File: src/hdl/chained_hash_map_assert.svh
// assertion macros shared by the map modules
`ifndef CHAINED_HASH_MAP_ASSERT_SVH
`define CHAINED_HASH_MAP_ASSERT_SVH
// implication checked on every rising clock edge outside reset
`define CHM_ASSERT_IMP(lbl, clk, rst_n, a, c) \
    lbl: assert property (@(posedge clk) disable iff (!rst_n) (a) |-> (c)) \
        else $error("assertion failed");
// next-cycle implication checked outside reset
`define CHM_ASSERT_NXT(lbl, clk, rst_n, a, c) \
    lbl: assert property (@(posedge clk) disable iff (!rst_n) (a) |=> (c)) \
        else $error("assertion failed");
`endif

File: src/hdl/chm_pkg.sv
// shared types and constants of the chained hash map
package chm_pkg;
    localparam int BUCKETS_DEF     = 64;
    localparam int NODES_DEF       = 256;
    localparam int KEY_WIDTH_DEF   = 32;
    localparam int VALUE_WIDTH_DEF = 32;
    localparam int BC_WIDTH        = 7;
    localparam int CNT_WIDTH       = 9;
    localparam logic [BC_WIDTH-1:0] BC_RESET = 7'd64;

    typedef enum logic [1:0] {
        CMD_INSERT = 2'd0,
        CMD_FIND   = 2'd1,
        CMD_REMOVE = 2'd2,
        CMD_CLEAR  = 2'd3
    } t_cmd;

    typedef enum logic [1:0] {
        ST_OK       = 2'd0,
        ST_NOTFOUND = 2'd1,
        ST_FULL     = 2'd2
    } t_status;

    typedef enum logic [3:0] {
        S_INIT, S_IDLE, S_MOD, S_HEAD, S_RD, S_CMP, S_ALLOC, S_POP, S_LINK,
        S_UNLINK, S_CLR, S_DONE
    } t_state;

    // controller to datapath commands
    typedef struct packed {
        logic load;      // latch item, start modulo
        logic mod_step;  // one restoring step of the modulo
        logic rd_head;   // read bucket head
        logic rd_node;   // read current node
        logic advance;   // prev <= cur, cur <= next
        logic upd_val;   // overwrite value of matching node
        logic pop_free;  // read top of free stack
        logic link_new;  // write new node and bucket head
        logic unlink;    // unlink found node and push free
        logic clr_step;  // clear one bucket head
        logic clr_regs;  // reset counters
        logic fin_ok;    // latch ok result with found value, zero for an update
        logic fin_nf;    // latch not found
        logic fin_full;  // latch pool full
        logic fin_plain; // latch ok result with zero value
    } t_ctl;

    // datapath to controller status
    typedef struct packed {
        logic mod_done;
        logic cur_nil;
        logic key_hit;
        logic guard_out;
        logic have_free;
        logic have_fresh;
        logic clr_done;
    } t_sts;
endpackage

File: src/hdl/chm_ctrl.sv
// sequencing controller of the chained hash map
module chm_ctrl (
    input  logic            i_clk,
    input  logic            i_rst_n,
    input  logic            i_start,
    input  logic [1:0]      i_cmd,
    input  chm_pkg::t_sts   i_sts,
    output chm_pkg::t_ctl   o_ctl,
    output logic            o_busy,
    output logic            o_done
);
    chm_pkg::t_state r_state, n_state;
    logic [1:0]      r_cmd;

    // state and command register
    always_ff @(posedge i_clk) begin
        if (!i_rst_n) begin
            r_state <= chm_pkg::S_INIT;
            r_cmd   <= 2'd0;
        end else begin
            r_state <= n_state;
            if (i_start && r_state == chm_pkg::S_IDLE) r_cmd <= i_cmd;
        end
    end

    // next state
    always_comb begin
        n_state = r_state;
        unique case (r_state)
            chm_pkg::S_INIT: if (i_sts.clr_done) n_state = chm_pkg::S_IDLE;
            chm_pkg::S_IDLE: begin
                if (i_start) n_state = (i_cmd == chm_pkg::CMD_CLEAR) ? chm_pkg::S_CLR
                                                                      : chm_pkg::S_MOD;
            end
            chm_pkg::S_MOD:  if (i_sts.mod_done) n_state = chm_pkg::S_HEAD;
            chm_pkg::S_HEAD: n_state = chm_pkg::S_RD;
            chm_pkg::S_RD: begin
                if (i_sts.cur_nil || i_sts.guard_out) begin
                    if (r_cmd == chm_pkg::CMD_INSERT) n_state = chm_pkg::S_ALLOC;
                    else n_state = chm_pkg::S_DONE;
                end else n_state = chm_pkg::S_CMP;
            end
            chm_pkg::S_CMP: begin
                if (!i_sts.key_hit) n_state = chm_pkg::S_RD;
                else if (r_cmd == chm_pkg::CMD_REMOVE) n_state = chm_pkg::S_UNLINK;
                else n_state = chm_pkg::S_DONE;
            end
            chm_pkg::S_ALLOC: begin
                if (i_sts.have_free) n_state = chm_pkg::S_POP;
                else if (i_sts.have_fresh) n_state = chm_pkg::S_LINK;
                else n_state = chm_pkg::S_DONE;
            end
            chm_pkg::S_POP:    n_state = chm_pkg::S_LINK;
            chm_pkg::S_LINK:   n_state = chm_pkg::S_DONE;
            chm_pkg::S_UNLINK: n_state = chm_pkg::S_DONE;
            chm_pkg::S_CLR:    if (i_sts.clr_done) n_state = chm_pkg::S_DONE;
            chm_pkg::S_DONE:   n_state = chm_pkg::S_IDLE;
            default:           n_state = chm_pkg::S_IDLE;
        endcase
    end

    // command outputs
    always_comb begin
        o_ctl = '0;
        unique case (r_state)
            chm_pkg::S_INIT: o_ctl.clr_step = 1'b1;
            chm_pkg::S_IDLE: o_ctl.load = i_start;
            chm_pkg::S_MOD:  o_ctl.mod_step = !i_sts.mod_done;
            chm_pkg::S_HEAD: o_ctl.rd_head = 1'b1;
            chm_pkg::S_RD: begin
                o_ctl.rd_node = !(i_sts.cur_nil || i_sts.guard_out);
                if ((i_sts.cur_nil || i_sts.guard_out) && r_cmd != chm_pkg::CMD_INSERT)
                    o_ctl.fin_nf = 1'b1;
            end
            chm_pkg::S_CMP: begin
                if (!i_sts.key_hit) o_ctl.advance = 1'b1;
                else begin
                    o_ctl.fin_ok  = 1'b1;
                    o_ctl.upd_val = (r_cmd == chm_pkg::CMD_INSERT);
                    o_ctl.unlink  = (r_cmd == chm_pkg::CMD_REMOVE);
                end
            end
            chm_pkg::S_ALLOC: begin
                o_ctl.pop_free = i_sts.have_free;
                o_ctl.fin_full = !i_sts.have_free && !i_sts.have_fresh;
            end
            chm_pkg::S_LINK: begin
                o_ctl.link_new  = 1'b1;
                o_ctl.fin_plain = 1'b1;
            end
            chm_pkg::S_CLR: begin
                o_ctl.clr_step  = 1'b1;
                o_ctl.clr_regs  = 1'b1;
                o_ctl.fin_plain = 1'b1;
            end
            default: ;
        endcase
    end

    assign o_busy = (r_state != chm_pkg::S_IDLE);
    assign o_done = (r_state == chm_pkg::S_DONE);

    `include "chained_hash_map_assert.svh"
    `CHM_ASSERT_NXT(a_start_busy, i_clk, i_rst_n, i_start && !o_busy, o_busy)
    `CHM_ASSERT_NXT(a_done_idle, i_clk, i_rst_n, o_done, !o_busy)
    `CHM_ASSERT_IMP(a_one_fin, i_clk, i_rst_n, 1'b1, $onehot0({o_ctl.fin_ok, o_ctl.fin_nf, o_ctl.fin_full}))
endmodule

File: config.mk
export PLATFORM = sky130hd
export DESIGN_NAME = chm_ctrl
export DESIGN_NICKNAME = d
export VERILOG_FILES = /design/src/hdl/chm_pkg.sv /design/src/hdl/chm_ctrl.sv
export VERILOG_INCLUDE_DIRS = /design/src /design/src/hdl
export SDC_FILE = /design/constraint.sdc
export NUM_CORES = 1
export LEC_CHECK = 0
export ABC_AREA = 1
export BUFFER_PORTS_ARGS = -buffer_cell sky130_fd_sc_hd__buf_2
export CAP_MARGIN = 10
export CORE_AREA = 2 2 40 42
export DETAILED_ROUTE_END_ITERATION = 6
export DIE_AREA = 0 0 42 44
export PLACE_DENSITY_LB_ADDON = 0.25
export SYNTH_ARGS = -nofsm -noshare
export SYNTH_HDL_FRONTEND = slang
export SYNTH_SLANG_ARGS = --single-unit
File: constraint.sdc
create_clock -name i_clk -period 1.7 [get_ports i_clk]
set_input_delay 0.17 -clock i_clk [delete_from_list [all_inputs] [get_ports i_clk]]
set_output_delay 0.17 -clock i_clk [all_outputs]
set_load 0.03 [all_outputs]
==> metrics.txt, run 1 <==
Initial Util=0.405; worst skew pair latency=around 0.26 ns; CP max FO=5; DRT iter0 DRCs=18; Synth-to-Final Area Change=32.0%; layout cells sized above 1=0.287; syn avg cell area=5.13 sq um; EDFF count, synth=0; total core area=between 0.001 and 0.0015 sq mm; CTS root buf=clkbuf_4; Worst Setup SP=r_state[3]; Leakage=roughly 0.49 nW; worst-case vdd ir drop=~0.00061 V; Synth Instances=about 110; WP data required=about 1.5 ns; Cell Area, Synth=roughly 570 sq um; Worst slew margin=0.781; RSZ-0062 raised after global routing=no; ranking of synthesized cells by area=dfxtp_1 (21%), nand2_1 (16%), nor2_1 (16%), inv_1 (15%), nand3_1 (8.7%); PortBufs=28; DIE HEIGHT=approximately 44 microns; sequential element share of the synthesized area=0.209; Final setup viols=0; die width=42 microns; top-count cell post-synth=nand2_1; Main synth FF type=dfxtp_1; Setup crit end kind=output port; Worst Tran Pin Value=approximately 0.33 ns; initial antenna violation count=0; CTS Buf Count=3; clock-pin slew on the worst setup and hold paths=0.06 ns; Worst Skew=between 0.009 and 0.01 ns; status=finished clean; crit start category=register; filler cell count=around 150; largest net degree at the start of global routing=8; Post-DP Area=around 730 sq um; Synth area leader=dfxtp_1; syn nets=roughly 120; Remaining DRCs=0; GRT overflow=0; Setup TNS Final=0 ns; Worst Reg-to-Reg Cells=7; Async SR Flop Fraction=0; Final min period=approximately 1.6 ns; final wirelength=between 1.5 and 2 mm; number of global-route vias before repair=~670; Synth top area share=0.209; CTS tree=built; via count=790; R2R Path End=r_state[0]; Synth warnings=0; length of the first detailed-routing pass in iterations=4; dpl hpwl=approximately 1.3 mm; postcts setup bufs=0; first-pass GRT wire length=between 2 and 3 mm; Netlist cell types=16; DIE AREA=roughly 0.0018 sq mm; reg2reg setup slack=roughly 0.36 ns; vias per cell=slightly below 5; worst hold slack=0.162 ns; FF/Latch Area=roughly 120 sq um; WP data arrival=between 1 and 1.5 ns; Hold Path Class=in -> reg; final net count=approximately 160; maxcap violations=0; All-Layer GR Usage=0.190; routed len/inst=9.94 microns; GPL Wtd Cong=roughly 0.83; Antenna Cells=0; Util after Layout=0.534; post-route cell area=roughly 760 sq um; fin. max-slew vios=0; Final period util=0.949; Final Non-Filler Cells=about 160; Multi-input gate area=around 360 sq um; Clock Sinks=6; r2r startpoint=r_state[1]; fmax=0.620 GHz; Max H-tree Level=1; Pwr Density=~1400 mW/mm^2; placed cell count=between 150 and 200; Hold Fails Final Rpt=0; Clock Path Buffers=2; Final ANT Viol Nets=0; Commonest cells post-synth=nand2_1 (25), nor2_1 (24), inv_1 (23), nand3_1 (10), dfxtp_1 (6); I/O Pins=29; CP Capture Point=o_ctl[10]; num rows=14; critical path class=reg -> out; flops & latches, synth=6
[cells in the final DEF (no fill, tap or decap), types with 2 or more instances in the layout]
master    synthesis  layout
buf_2             0      28
nand2_1          25      25
nor2_1           24      24
inv_1            23      22
nand3_1          10      10
o21ai_0           5       5
a21oi_1           5       5
dfxtp_1           6       5
nor2_2            4       4
nand2_2           3       3
clkbuf_4          0       3
inv_2             1       2
[through the flow]
| step | worst slack [ns] | total power, mW |
|---|---|---|
| finish | 0.0873 | 1.06 |
| global route | 0.000848 | 1.14 |
| CTS | 0.0342 | 1.05 |
| detailed placement | 0.320 | 0.904 |
| global placement | 0.354 | 0.892 |
| floorplan | 0.274 | 0.733 |
[layer usage]
layer | share of wire | vias up | track usage
li1 | - | 407 | -
met1 | 0.43 | 356 | 0.213
met2 | 0.50 | 23 | 0.325
met3 | 0.049 | 4 | 0.0250
met4 | 0.019 | 0 | 0.155
met5 | 0 | - | 0
[critical path, stage by stage, from the launching register on]
cell	delay (ns)
dfxtp_1	0.34
inv_1	0.09
nand2_1	0.12
nor2_2	0.15
inv_1	0.04
or2_1	0.22
inv_1	0.05
buf_2	0.18
[sequential cells by signal, indices dropped and copies added, names as in the netlist]
register / count
r_state: 4
r_cmd: 2
[kinds of logic (layout without fill, tap and decap cells)]
family | Yosys count | count (layout) | share of synthesized area
AO/OA/AOI/OAI | 13 | 13 | 0.118
buffers and inverters | 24 | 55 | 0.157
flip-flops | 6 | 6 | 0.209
AND/OR/NAND/NOR | 69 | 69 | 0.516
[report_power, final]
part	switching [mW]	total (mW)	internal [mW]	leakage, nW
sequential	0.0622	0.246	0.184	0.0493
combinational	0.467	0.666	0.200	0.431
clock	0.0640	0.145	0.0808	0.0138
[worst min path at each step]
stage,start,end,slack (ns),cells after the start
5_1_grt,i_rst_n,r_state[0],0.19,3
3_3_place_gp,i_cmd[1],r_cmd[1],0.44,3
2_1_floorplan,i_rst_n,r_state[0],0.31,2
4_1_cts,i_rst_n,r_state[0],0.16,3
3_5_place_dp,i_rst_n,r_state[0],0.44,3
6_report,i_rst_n,r_state[0],0.16,3
[what timing repair did]
| item | CTS | global route |
|---|---|---|
| gates resized for setup | 0 | 2 |
| hold buffers | 0 | 0 |
| endpoints found under the setup margin | 0 | 3 |
[final cells by class]
type | instances | share of cell area
Tap cell | 16 | 0.0264
Sequential cell | 6 | 0.160
Clock buffer | 3 | 0.0297
Multi-Input combinational cell | 82 | 0.480
Inverter | 24 | 0.119
Timing Repair Buffer | 28 | 0.185
Note: power is estimated with default switching activity, not from simulation.
==> inputs of run 2 (changes only) <==
- ABC_AREA: 1 -> not set
- RECOVER_POWER: not set -> 50
==> run 2 against run 1 <==
Net effect: the run now ends with negative setup slack left; setup slack got worse by 0.10 ns; critical path type unchanged; core utilization increased by 13 points; via count decreased by 0.63%; count of clock-buffer cells in the layout unchanged; sequential cell count unchanged; largest cell class unchanged; final cell count decreased by 13%.
==> metrics.txt, run 2 <==
status=complete, but fails checks (was finished clean); failing checks=negative setup slack; reg2reg setup slack=0.11 ns (was 0.36 ns); WP data arrival=1.55 ns (was 1.44 ns); layout cells sized above 1=0.496 (was 0.287); Hold Path Class=in -> reg (unchanged); Max H-tree Level=1 (unchanged); GPL Wtd Cong=0.868 (was 0.833); Gate power share=0.651 (was 0.630); Worst Setup SP=r_state[3] (unchanged); Post-DP Area=827 sq um (was 734 sq um); CP cell instances=or2_4 > or3_4 > nor3_2 > buf_4 (was inv_1 > nand2_1 > nor2_2 > inv_1 > or2_1 > inv_1 > buf_2); Worst Skew=0.00770 ns (was 0.00927 ns); DRT iter0 DRCs=38 (was 18); num rows=14 (unchanged); syn nets=96 (was 124); ranking of synthesized cells by area=dfxtp_1 (20%), nor3_1 (5.9%), inv_1 (5.1%), nor2_1 (5.1%), nand2_1 (4.4%) (was dfxtp_1 (21%), nand2_1 (16%), nor2_1 (16%), inv_1 (15%), nand3_1 (8.7%)); final wirelength=1.99 mm (was 1.58 mm); I/O Pins=29 (unchanged); Clock Sinks=6 (unchanged); max FFs per register=4 (unchanged); Remaining DRCs=0 (unchanged); Main synth FF type=dfxtp_1 (unchanged); PortBufs=28 (unchanged); EDFF count, synth=0 (unchanged); Pint=0.549 mW (was 0.464 mW); Netlist cell types=34 (was 16); CTS tree=built (unchanged); Seq pwr share=0.210 (was 0.233); worst-case vdd ir drop=0.000597 V (was 0.000608 V); hold buffers post-CTS=0 (unchanged); setup ws final=-0.0163 ns (was 0.0873 ns); flops & latches, synth=6 (unchanged); fin. max-slew vios=0 (unchanged); Cell Area, Synth=591 sq um (was 574 sq um); maxcap violations=0 (unchanged); crit start category=register (unchanged); die width=42 microns (unchanged); Util after Layout=0.663 (was 0.534); worst slack, placed=0.125 ns (was 0.320 ns); All-Layer GR Usage=0.227 (was 0.190); DIE AREA=0.00185 sq mm (unchanged); largest net degree at the start of global routing=12 (was 8); fmax=0.583 GHz (was 0.620 GHz); Synth top area share=0.203 (was 0.209); r2r startpoint=r_state[3] (was r_state[1]); routed len/inst=14.3 microns (was 9.94 microns); Hold Fails Final Rpt=0 (unchanged); RSZ-0062 raised after global routing=yes (was no); DIE HEIGHT=44 microns (unchanged); Top reg by flops=r_state (unchanged); Final period util=1.01 (was 0.949); Synth area leader=dfxtp_1 (unchanged); crit-path max cell delay=0.41 ns (was 0.34 ns); number of global-route vias before repair=728 (was 667); Slowest cell on crit path=or3_4 (was dfxtp_1); GRT overflow=0 (unchanged); Multi-input gate area=470 sq um (was 364 sq um); via count=785 (was 790); most frequent cells in the layout=buf_2 (16), buf_4 (16), inv_1 (8) (was buf_2 (28), nand2_1 (25), nor2_1 (24)); dpl hpwl=1.53 mm (was 1.32 mm); syn avg cell area=7.03 sq um (was 5.13 sq um); worst skew pair latency=0.25 ns (was 0.26 ns); Worst Tran Pin Value=0.420 ns (was 0.327 ns); Hold Startpoint=i_rst_n (unchanged); first-pass GRT wire length=3.12 mm (was 2.58 mm); Commonest cells post-synth=inv_1 (8), nor2_1 (8), nand2_1 (7), nor3_1 (7), dfxtp_1 (6) (was nand2_1 (25), nor2_1 (24), inv_1 (23), nand3_1 (10), dfxtp_1 (6)); Initial Util=0.416 (was 0.405); length of the first detailed-routing pass in iterations=4 (unchanged); Async SR Flop Fraction=0 (unchanged); Setup TNS Final=-0.0163 ns (was 0 ns); Antenna Cells=0 (unchanged); Final setup viols=1 (was 0); post-route cell area=941 sq um (was 758 sq um); Switching Fraction=0.445 (was 0.561); Leakage=0.436 nW (was 0.494 nW); Synth warnings=0 (unchanged); Synth Instances=84 (was 112); sequential element share of the synthesized area=0.203 (was 0.209); vias per cell=5.65 (was 4.97); Clock Power Share=0.139 (was 0.137); critical path class=reg -> out (unchanged); final net count=137 (was 157); Pwr Density=1050 mW/mm^2 (was 1390 mW/mm^2); CTS root buf=clkbuf_4 (unchanged); WP data required=1.53 ns (about the same); Worst slew margin=0.717 (was 0.781); CP max FO=5 (unchanged); clock-pin slew on the worst setup and hold paths=0.05 ns (was 0.06 ns); Synth-to-Final Area Change=59.3% (was 32.0%); largest registers=r_state: 4 flops, r_cmd: 2 flops (unchanged); Final min period=1.72 ns (was 1.61 ns); Clock Path Buffers=2 (unchanged); Setup crit end kind=output port (unchanged); FF/Latch Area=128 sq um (was 121 sq um); total core area=0.00142 sq mm (unchanged); CTS Buf Count=3 (unchanged); initial antenna violation count=0 (unchanged); filler cell count=138 (was 152); Net Sw Power=0.440 mW (was 0.593 mW); Final ANT Viol Nets=0 (unchanged)
## run 2: final timing paths
| kind | endpoint | cells past startpoint |
|---|---|---|
| min | r_state[2] | 2 |
| min reg2reg | r_cmd[1] | 2 |
| max | o_ctl[9] | 4 |
| max reg2reg | r_state[1] | 6 |
## run 2: kinds of logic after synthesis
| group | share of synthesized area |
|---|---|
| AOI/OAI and AO/OA | 0.248 |
| buffers and inverters | 0.104 |
| and+or+nand+nor | 0.445 |
| DFF | 0.203 |
## run 2: cell type report
class | instances | share of cell area
Multi-Input combinational cell | 65 | 0.500
Tap cell | 16 | 0.0213
Clock buffer | 3 | 0.0239
Sequential cell | 6 | 0.136
Inverter | 8 | 0.0319
Timing Repair Buffer | 41 | 0.287
## run 2: timing repair
item,CTS,global route
buffers inserted,1,2
setup endpoints to repair,5,9
gates resized for setup,9,17
pin swaps,0,1
## run 2: metal layers
layer / part of all wire / GRT usage
met1: 0.41 / 0.266
met2: 0.50 / 0.378
met3: 0.075 / 0.0833
met5: 0 / 0
met4: 0.014 / 0.0903
## run 2: critical path: cells and delay by family (launching register included)
| family | cells | cell delay [ns] |
|---|---|---|
| AND/OR/NAND/NOR | 3 | 0.76 |
| flip-flops | 1 | 0.35 |
| buffers and inverters | 1 | 0.18 |
## run 2: per-stage QoR
stage | power [mW] | hold slack, ns | cells
finish | 0.990 | 0.188 | 139
detailed placement | 0.764 | 0.459 | 134
global placement | 0.757 | 0.445 | 134
CTS | 0.918 | 0.186 | 137
floorplan | 0.584 | 0.304 | 84
global route | 1.06 | 0.176 | 139
## run 2: power by group through the flow
stage               registers [mW]  clock network (mW)  logic [mW]
floorplan                    0.181                   0       0.403
global placement             0.206                   0       0.551
detailed placement           0.206                   0       0.558
CTS                          0.202               0.141       0.575
global route                 0.210               0.152       0.698
finish                       0.208               0.138       0.644
